--- config.mk ---
export PLATFORM = sky130hd
export DESIGN_NAME = reply_slot_handle_table_top
export DESIGN_NICKNAME = d
export VERILOG_FILES = /design/src/rtl/rsht_pkg.sv /design/src/rtl/reply_slot_handle_table_top.sv /design/src/rtl/rsht_slot_store.sv
export SDC_FILE = /design/constraint.sdc
export NUM_CORES = 2
export LEC_CHECK = 0
export BUFFER_PORTS_ARGS = -buffer_cell sky130_fd_sc_hd__buf_2
export CAP_MARGIN = 5
export CORE_ASPECT_RATIO = 0.9
export CORE_MARGIN = 3
export CORE_UTILIZATION = 42
export DETAILED_ROUTE_END_ITERATION = 16
export GPL_ROUTABILITY_DRIVEN = 0
export PLACE_DENSITY = 0.58
export SYNTH_ARGS = -nofsm -noshare
export SYNTH_HDL_FRONTEND = slang
export SYNTH_SLANG_ARGS = --single-unit
--- constraint.sdc ---
create_clock -name aclk -period 11.6 [get_ports aclk]
set_clock_uncertainty 0.15 [all_clocks]
set_input_delay 0 -clock aclk [delete_from_list [all_inputs] [get_ports aclk]]
set_output_delay 0 -clock aclk [all_outputs]
set_load 0.03 [all_outputs]
--- src/rtl/rsht_pkg.sv ---
package rsht_pkg;

    localparam int GEN_W = 16;
    localparam int TAG_W = 16;
    localparam int CTX_W = 32;
    localparam int SERIAL_W = 32;
    localparam int SLOT_NUM_W = 16;

    typedef enum logic [1:0] {
        KIND_ALLOC   = 2'd0,
        KIND_RELEASE = 2'd1,
        KIND_LOOKUP  = 2'd2
    } kind_t;

    typedef enum logic [1:0] {
        ST_OK   = 2'd0,
        ST_FULL = 2'd1,
        ST_BAD  = 2'd2,
        ST_FREE = 2'd3
    } status_t;

    typedef enum logic {
        S_IDLE,
        S_EXEC
    } fsm_t;

    typedef struct packed {
        logic [GEN_W-1:0] gen;
        logic [TAG_W-1:0] tag;
        logic [CTX_W-1:0] ctx;
    } slot_entry_t;

endpackage

--- src/rtl/reply_slot_handle_table_top.sv ---
// channel | ports                     | tdata (low bit up)                  | tuser
// in      | s_tvalid/s_tready/s_tdata | serial_in, handler_tag, ctx (80b)   | kind
// out     | m_tvalid/m_tready/m_tdata | serial_out, found_tag, ctx (80b)    | status, hit
//
// each request goes through accept plus slot memory read, then update and result.
// the registered read of the slot memory sets this split.
// reset brings every slot free with generation zero; no clearing pass is needed.
// a stalled result holds the block in its execute step until the output register frees.
module reply_slot_handle_table_top #(
    parameter int SLOTS = 16
) (
    input  logic        aclk,
    input  logic        aresetn,
    input  logic        s_tvalid,
    output logic        s_tready,
    input  logic [79:0] s_tdata,   // serial_in[31:0], handler_tag[47:32], handler_context[79:48]
    input  logic [1:0]  s_tuser,   // kind[1:0]
    output logic        m_tvalid,
    input  logic        m_tready,
    output logic [79:0] m_tdata,   // serial_out[31:0], found_tag[47:32], found_context[79:48]
    output logic [2:0]  m_tuser    // status[1:0], hit[2]
);
    import rsht_pkg::*;

    localparam int IDX_W = (SLOTS > 1) ? $clog2(SLOTS) : 1;

    fsm_t               state_reg, state_next;
    logic [SLOTS-1:0]   free_mask_reg, free_mask_next;

    logic [1:0]          kind_reg;
    logic [GEN_W-1:0]    gen_in_reg;
    logic [TAG_W-1:0]    tag_reg;
    logic [CTX_W-1:0]    ctx_reg;
    logic [IDX_W-1:0]    idx_reg;
    logic                in_range_reg;
    logic                full_reg;

    logic                out_valid_reg, out_valid_next;
    logic [SERIAL_W-1:0] out_serial_reg, out_serial_next;
    status_t             out_status_reg, out_status_next;
    logic                out_hit_reg, out_hit_next;
    logic [TAG_W-1:0]    out_tag_reg, out_tag_next;
    logic [CTX_W-1:0]    out_ctx_reg, out_ctx_next;

    logic [SERIAL_W-1:0]   in_serial;
    logic [SLOT_NUM_W-1:0] in_num, in_num_m1;
    logic                  in_range;
    logic [IDX_W-1:0]      ffs_idx;
    logic [IDX_W-1:0]      rd_idx;
    logic                  accept;
    logic                  exec_go;

    slot_entry_t      rd_entry;
    slot_entry_t      wr_entry;
    logic             wr_en;
    logic [GEN_W-1:0] new_gen;

    assign in_serial = s_tdata[31:0];
    assign in_num    = in_serial[SLOT_NUM_W-1:0];
    assign in_num_m1 = in_num - SLOT_NUM_W'(1);
    assign in_range  = (in_num != '0) && (in_num <= SLOT_NUM_W'(SLOTS));

    assign s_tready = (state_reg == S_IDLE);
    assign accept   = s_tvalid && s_tready;
    assign exec_go  = (state_reg == S_EXEC) && (!out_valid_reg || m_tready);

    // lowest free slot
    always_comb begin
        ffs_idx = '0;
        for (int i = SLOTS - 1; i >= 0; i--) begin
            if (free_mask_reg[i]) begin
                ffs_idx = IDX_W'(i);
            end
        end
    end

    assign rd_idx = (s_tuser == KIND_ALLOC) ? ffs_idx : in_num_m1[IDX_W-1:0];

    rsht_slot_store #(
        .SLOTS(SLOTS)
    ) u_store (
        .aclk     (aclk),
        .aresetn  (aresetn),
        .rd_en    (accept),
        .rd_idx   (rd_idx),
        .rd_entry (rd_entry),
        .wr_en    (wr_en),
        .wr_idx   (idx_reg),
        .wr_entry (wr_entry)
    );

    always_ff @(posedge aclk) begin
        if (accept) begin
            kind_reg     <= s_tuser;
            gen_in_reg   <= in_serial[SERIAL_W-1:SLOT_NUM_W];
            tag_reg      <= s_tdata[47:32];
            ctx_reg      <= s_tdata[79:48];
            idx_reg      <= rd_idx;
            in_range_reg <= in_range;
            full_reg     <= ~|free_mask_reg;
        end
    end

    assign new_gen      = rd_entry.gen + GEN_W'(1);
    assign wr_entry.gen = new_gen;
    assign wr_entry.tag = tag_reg;
    assign wr_entry.ctx = ctx_reg;

    always_comb begin
        state_next      = state_reg;
        free_mask_next  = free_mask_reg;
        wr_en           = 1'b0;
        out_valid_next  = out_valid_reg && !m_tready;
        out_serial_next = out_serial_reg;
        out_status_next = out_status_reg;
        out_hit_next    = out_hit_reg;
        out_tag_next    = out_tag_reg;
        out_ctx_next    = out_ctx_reg;

        unique case (state_reg)
            S_IDLE: begin
                if (accept) begin
                    state_next = S_EXEC;
                end
            end
            S_EXEC: begin
                if (exec_go) begin
                    state_next      = S_IDLE;
                    out_valid_next  = 1'b1;
                    out_serial_next = '0;
                    out_status_next = ST_OK;
                    out_hit_next    = 1'b0;
                    out_tag_next    = '0;
                    out_ctx_next    = '0;
                    case (kind_reg) inside
                        KIND_ALLOC: begin
                            if (full_reg) begin
                                out_status_next = ST_FULL;
                            end else begin
                                wr_en                   = 1'b1;
                                free_mask_next[idx_reg] = 1'b0;
                                out_serial_next = {new_gen,
                                                   SLOT_NUM_W'(idx_reg) + SLOT_NUM_W'(1)};
                            end
                        end
                        KIND_RELEASE, KIND_LOOKUP: begin
                            // generation is checked before the busy flag
                            if (!in_range_reg || rd_entry.gen != gen_in_reg) begin
                                out_status_next = ST_BAD;
                            end else if (free_mask_reg[idx_reg]) begin
                                out_status_next = ST_FREE;
                            end else if (kind_reg == KIND_RELEASE) begin
                                free_mask_next[idx_reg] = 1'b1;
                            end else begin
                                out_hit_next = 1'b1;
                                out_tag_next = rd_entry.tag;
                                out_ctx_next = rd_entry.ctx;
                            end
                        end
                        default: begin
                        end
                    endcase
                end
            end
            default: begin
                state_next = S_IDLE;
            end
        endcase
    end

    always_ff @(posedge aclk) begin
        if (!aresetn) begin
            state_reg     <= S_IDLE;
            free_mask_reg <= '1;
            out_valid_reg <= 1'b0;
        end else begin
            state_reg     <= state_next;
            free_mask_reg <= free_mask_next;
            out_valid_reg <= out_valid_next;
        end
    end

    always_ff @(posedge aclk) begin
        out_serial_reg <= out_serial_next;
        out_status_reg <= out_status_next;
        out_hit_reg    <= out_hit_next;
        out_tag_reg    <= out_tag_next;
        out_ctx_reg    <= out_ctx_next;
    end

    assign m_tvalid = out_valid_reg;
    assign m_tdata  = {out_ctx_reg, out_tag_reg, out_serial_reg};
    assign m_tuser  = {out_hit_reg, out_status_reg};

endmodule

--- src/rtl/rsht_slot_store.sv ---
module rsht_slot_store #(
    parameter int SLOTS = 16,
    localparam int IDX_W = (SLOTS > 1) ? $clog2(SLOTS) : 1
) (
    input  logic                 aclk,
    input  logic                 aresetn,
    input  logic                 rd_en,
    input  logic [IDX_W-1:0]     rd_idx,
    output rsht_pkg::slot_entry_t rd_entry,
    input  logic                 wr_en,
    input  logic [IDX_W-1:0]     wr_idx,
    input  rsht_pkg::slot_entry_t wr_entry
);
    import rsht_pkg::*;

    slot_entry_t       mem [SLOTS];
    logic [SLOTS-1:0]  gen_valid_reg;
    slot_entry_t       rd_data_reg;
    logic              rd_valid_reg;

    always_ff @(posedge aclk) begin
        if (wr_en) begin
            mem[wr_idx] <= wr_entry;
        end
        if (rd_en) begin
            rd_data_reg  <= mem[rd_idx];
            rd_valid_reg <= gen_valid_reg[rd_idx];
        end
    end

    // generation reads as zero until the slot has been allocated once
    always_ff @(posedge aclk) begin
        if (!aresetn) begin
            gen_valid_reg <= '0;
        end else if (wr_en) begin
            gen_valid_reg[wr_idx] <= 1'b1;
        end
    end

    always_comb begin
        rd_entry     = rd_data_reg;
        rd_entry.gen = rd_valid_reg ? rd_data_reg.gen : '0;
    end

endmodule
### Yosys cells after proc, flatten, opt, wreduce, memory -nomap -nowiden

Memory sizes are Yosys's and may differ from the RTL's. A register that Yosys moved wholly into a read port is not among the register bits.
Cells that the tools add are included.

* memories: 1
* register bits after elaboration: 190
* RAM bits: 1024
* bits of input ports: 86
* logic and storage cells: 108

* $lt $le $gt $ge: 4
* muxes and demuxes: 47
* bitwise gates (word level): 7
* equality and inequality tests: 6
* add/subtract/negate cells: 3
* reductions and logical operators: 23

Memories
* u_store.mem: depth 16, bits a word 64, rd ports 1, clocked after memory_dff 1, wr ports 1, RTL line rsht_slot_store.sv:16 `slot_entry_t mem [SLOTS];`

Operators with widths (number)
* 16-bit two-way mux: 7
* 4-bit two-way mux: 17
* 16-bit bitwise OR: 2
* 16-bit by 1-bit adder with 16-bit output, second input constant: 1
* 16-bit bitwise AND: 1
* 16-bit by 5-bit less-or-equal comparator with 1-bit output, second input constant: 1
* 16-bit != test: 1
* 16-bit NOT: 1
* 16-bit nonzero test: 1
* 16-bit OR reduction: 1
* 1-bit two-way mux: 15
* 4-bit by 5-bit less-than comparator with 1-bit output, second input constant: 2
* 1-bit binary-select mux with 4-bit select: 2
* 2-bit two-way mux: 4
* 7-bit AND reduction: 1
* 2-bit != test, second input constant: 3
* 4-bit by 1-bit adder with 5-bit output, second input constant: 1
* 1-bit logical AND: 5
* 5-bit OR reduction: 1
* 1-bit demux with 4-bit select: 1
* 4-bit by 1-bit greater-or-equal comparator with 1-bit output, second input constant: 1
* 1-bit zero test: 4
* 2-bit zero test: 2
* 2-bit nonzero test: 2
* other kinds (9): 13

### Logic depth before layout (Yosys ltp)

* depth in word-level cells: 19
* depth in mapped cells: 12

### Cells and area by module

From an unflattened synthesis, not the netlist that was laid out.

* cell total of the unflattened synthesis: 2242
* area, all modules: 48139.9 µm²

Modules (own cells, without submodules)
* rsht_slot_store: area each 41345.9 µm², cells an instance 1760, times used 1
* reply_slot_handle_table_top: area each 6794.0 µm², cells an instance 482, times used 1

### Worst setup path before layout

Ideal clock, no wire load.

* path type: register to register
* start: register state_reg
* end: register ctx_reg[0] (enable)
* stages on the path, launching flop included: 2
* clock period less this slack: 7.189 ns
* path slack: 4.411 ns
* arrival: 6.387 ns
* path through: dfxtp_1 nor2b_1

* longest elaborated chain between the ends: 2

RTL lines
* start, declared: RTL line reply_slot_handle_table_top.sv:27 `fsm_t state_reg, state_next;`
* start signal, assigned: RTL line reply_slot_handle_table_top.sv:177 `state_reg <= state_next;`
* 1-bit NOT: RTL line reply_slot_handle_table_top.sv:63 `assign s_tready = (state_reg == S_IDLE);`
* 1-bit logical AND: RTL line reply_slot_handle_table_top.sv:64 `assign accept = s_tvalid && s_tready;`
* net accept: RTL line reply_slot_handle_table_top.sv:50 `logic accept;`
* end signal, assigned: RTL line reply_slot_handle_table_top.sv:97 `ctx_reg <= s_tdata[79:48];`
* end, declared: RTL line reply_slot_handle_table_top.sv:33 `logic [CTX_W-1:0] ctx_reg;`

The timed path passes the listed nets, and every way through them passes these cells.
A chain may end at the register's enable or synchronous reset.

### Worst setup path in the final report

* start: register u_store.rd_valid_reg
* end: memory u_store.mem[7][62] (netlist name), data pin

* longest elaborated chain between the ends: 2

RTL lines
* start, declared: RTL line rsht_slot_store.sv:19 `logic rd_valid_reg;`
* start signal, assigned: RTL line rsht_slot_store.sv:27 `rd_valid_reg <= gen_valid_reg[rd_idx];`
* 16-bit two-way mux: RTL line rsht_slot_store.sv:42 `rd_entry.gen = rd_valid_reg ? rd_data_reg.gen : '0;`
* 16-bit by 1-bit adder with 16-bit output: RTL line reply_slot_handle_table_top.sv:104 `assign new_gen = rd_entry.gen + GEN_W'(1);`
* net new_gen[14]: RTL line reply_slot_handle_table_top.sv:56 `logic [GEN_W-1:0] new_gen;`
* end, declared: RTL line rsht_slot_store.sv:16

The timed path passes the listed nets, and every way through them passes these cells.

==> qor.tcl <==
set qor(syn_area_per_cell_um2) 14.6
set qor(cts.clk_slew.worst_paths_ns) 0.06
set qor(largest_reg_flops) 1024
set qor(period_minus_slack_ns) 4.67
set qor(worst_r2r_path_depth) 10
set qor(grt_antenna_before_repair) 1
set qor(yosysWarningCount) 0
set qor(whs_ns) 0.0932
set qor(crit_family) {simple AND/OR/NAND/NOR gates}
set qor(drc) 0
set qor(ir_drop_mv) 0.106
set qor(power_per_cell_area_nw_per_um2) 173
set qor(hold_viol_final) 0
set qor(critical-path-slowest-cell) {sky130_fd_sc_hd__nor2_1}
set qor(setup_total_negative_slack_ns) 0
set qor(async_set_reset_flop_share_out_of_synthesis_pct) 0
set qor(worst_hold_stages) 4
set qor(drt_first_iter_violations) 3349
set qor(worst_case_clock_buffer_depth) 3
set qor(status) {completed}
set qor(detailed_place.area_um2) 52500
set qor(numClockSinks) 1267
set qor(timing.fmax_ghz) 0.214
set qor(routed_wl_mm) 138
set qor(ranking_of_synthesized_cells_by_instance_count) {sky130_fd_sc_hd__edfxtp_1 (1233), sky130_fd_sc_hd__nand3_1 (500), sky130_fd_sc_hd__nand2_1 (305)}
set qor(crit_chain) {nand2_1, inv_1, ha_1, nand3_1, nor2_1, nand3_1, nor2_1, nand3_1, xor2_1, nor2_1}
set qor(rsz0062_at_grt) {false}
set qor(post-synth-top-area-fraction_pct) 73.6
set qor(min_period_over_period_pct) 40.2
set qor(worstReg2RegEnd) {u_store.mem[7][62]}
set qor(cts_tree) {built}
set qor(min_path_type) {in -> reg}
set qor(ys_types) 67
set qor(htreeDepth) 4
set qor(drt_pass1_iterations) 5
set qor(critPathCaptureType) {flop}
set qor(drtAntennaViolNets) 0
set qor(fraction_of_final_layout_cells_sized_beyond_drive_strength_1_pct) 12.2
set qor(area_of_the_core_um2) 118000
set qor(area.growth.synth_to_final_pct) 15.5
set qor(dp_worst_setup_slack_ns) 6.89
set qor(synth.yosys.seq_area_share_pct) 75.0
set qor(cts_inserted_buffers) 131
set qor(worst_pin_slew_ns) 1.27
set qor(rr_startpoint) {u_store.rd_valid_reg}
set qor(design_area_um2) 58100
set qor(layout.core_utilization_pct) 49.3
set qor(crit_buf_inv) 1
set qor(post_drt_via_cell_ratio) 5.88
set qor(final-setup-viol-count) 0
set qor(floorplan.initialDensity_pct) 42.7
set qor(dp_hpwl_mm) 66.8
set qor(regToRegSetupSlack_ns) 6.93
set qor(post_synth_inst_count) 3457
set qor(synth_area_um2) 50300
set qor(grt_start_max_net_pins) 157
set qor(clock_tree.root_cell) {sky130_fd_sc_hd__clkbuf_16}
set qor(post_layout_nonfiller_instances) 5356
set qor(final_number_of_max_transition_violations) 0
set qor(final.setup.worst_slack_ns) 6.93
set qor(min_to) {idx_reg[2]}
set qor(grt_overflow_total) 0
set qor(dr_total_vias) 31500
set qor(yosys-top-cells-area) {sky130_fd_sc_hd__edfxtp_1 (74%), sky130_fd_sc_hd__nand3_1 (5.0%), sky130_fd_sc_hd__o21ai_0 (2.4%)}
set qor(timing.critical_path.slowest_cell_delay_ns) 1.00
set qor(die_h_um) 334
set qor(die_w_um) 371
set qor(post_cts_buffers) 0
set qor(route.detailed.wl_per_inst_um) 25.8
set qor(postSynth.topFlopCell) {sky130_fd_sc_hd__edfxtp_1}
set qor(setup.worst_path.start_class) {flop}
set qor(first_global_vias) 30500
set qor(power_mw) 10.0
set qor(arrival_ns) 4.88
set qor(slew-limit-headroom_pct) 15.0
set qor(finish.net_count) 3772
set qor(global_routing_usage_summed_across_all_routing_layers_pct) 22.2
set qor(rows) 119
set qor(hold_path.startpoint) {s_tdata[2]}
set qor(synth_area_leader_cell) {sky130_fd_sc_hd__edfxtp_1}
set qor(ys_seq_elements) 1267
set qor(cp_max_fo) 22
set qor(clk-insertion-delay-late_ns) 0.77
set qor(cp.required_ns) 11.81
set qor(portBuffers) 159
set qor(most_common_cell_in_the_netlist) {sky130_fd_sc_hd__edfxtp_1}
set qor(cellLeakagePower_nw) 19.0
set qor(synth_enable_flop_cells) 1233
set qor(io_pins) 171
set qor(die_footprint_um2) 124000
set qor(first_pass_grt_wire_length_mm) 205
set qor(critical_path_class) {reg -> reg}
set qor(max_flop_register) {u_store.mem}
set qor(maximum_capacitance_violations) 0
set qor(placedCellCount) 4971
cell usage in the layout, fill, tap and decap left out, drive strengths merged, types with 13 or more instances in the layout:
| master | count |
|---|---|
| edfxtp | 1233 |
| nand3 | 500 |
| mux4 | 14 |
| buf | 217 |
| nand4 | 65 |
| dlygate4sd3 | 144 |
| and3 | 135 |
| nand2 | 305 |
| a211oi | 121 |
| and2 | 54 |
| xnor2 | 15 |
| nor3 | 16 |
| nor2 | 45 |
| inv | 32 |
| clkbuf | 174 |
| o21a | 18 |
| nor2b | 25 |
| o21ai | 245 |
| nand2b | 13 |
| nor4 | 21 |
| clkinv | 44 |
| mux2i | 18 |
| a31oi | 67 |
| dfxtp | 34 |
| a311o | 120 |
final cells by class:
cell class                      instances  area (um2)
Clock inverter                         65         588
Clock buffer                          174        3580
Fill cell                           10100       59800
Multi-Input combinational cell       1892       11500
Timing Repair Buffer                  361        2700
Inverter                               23        96.3
Sequential cell                      1267       37700
Tap cell                             1573        1970
Antenna cell                            1        2.50
cells by family after synthesis:
group	synth area share [%]
mux	0.985
simple gates	12.1
xor+xnor	0.418
other cells	0.00745
compound gates	8.59
flops	75.0
fa+ha+maj	0.249
buf+inv	2.72
how the worst max path moves through the flow:
stage                                    start                      end  slack [ns]  depth (start not counted)
after floorplan                      state_reg               ctx_reg[0]        4.41                          1
after global placement              s_tuser[1]     u_store.rd_entry[38]        6.95                         10
after detailed placement            s_tuser[1]  u_store.rd_data_reg[60]        6.89                         10
after CTS                 u_store.rd_valid_reg       u_store.mem[7][62]        7.06                         10
after global routing                s_tuser[1]     u_store.rd_entry[40]        6.68                         11
final                     u_store.rd_valid_reg       u_store.mem[7][62]        6.93                         10
worst register-to-register path, delay by kind of cell, from the launching register on:
kind                     cells  cell delay (ns)
AND/OR/NAND/NOR              7             2.42
flip-flops                   1             0.94
buffers and inverters        1             0.26
adder cells (fa/ha/maj)      1             0.26
XOR/XNOR                     1             0.22
per-layer routing:
layer  vias up  wire, um  global-route usage (%)
met3       180      9260                    3.12
met5         -         0                       0
met4         0      2860                    6.61
li1      14000         -                       -
met1     16100     59800                    31.5
met2      1237     66100                    35.6
repair_timing:
| item | 4_1_cts | 5_1_grt |
|---|---|---|
| hold endpoints to repair | 128 | 0 |
| hold buffers | 144 | 0 |
| resized for setup | 0 | 0 |
report_power, final:
part / switching (mW) / internal [mW]
sequential: 0.0864 / 5.14
clock: 1.76 / 2.36
combinational: 0.482 / 0.216
total: 2.32 / 7.72
Power figures use the tool's default switching activity.
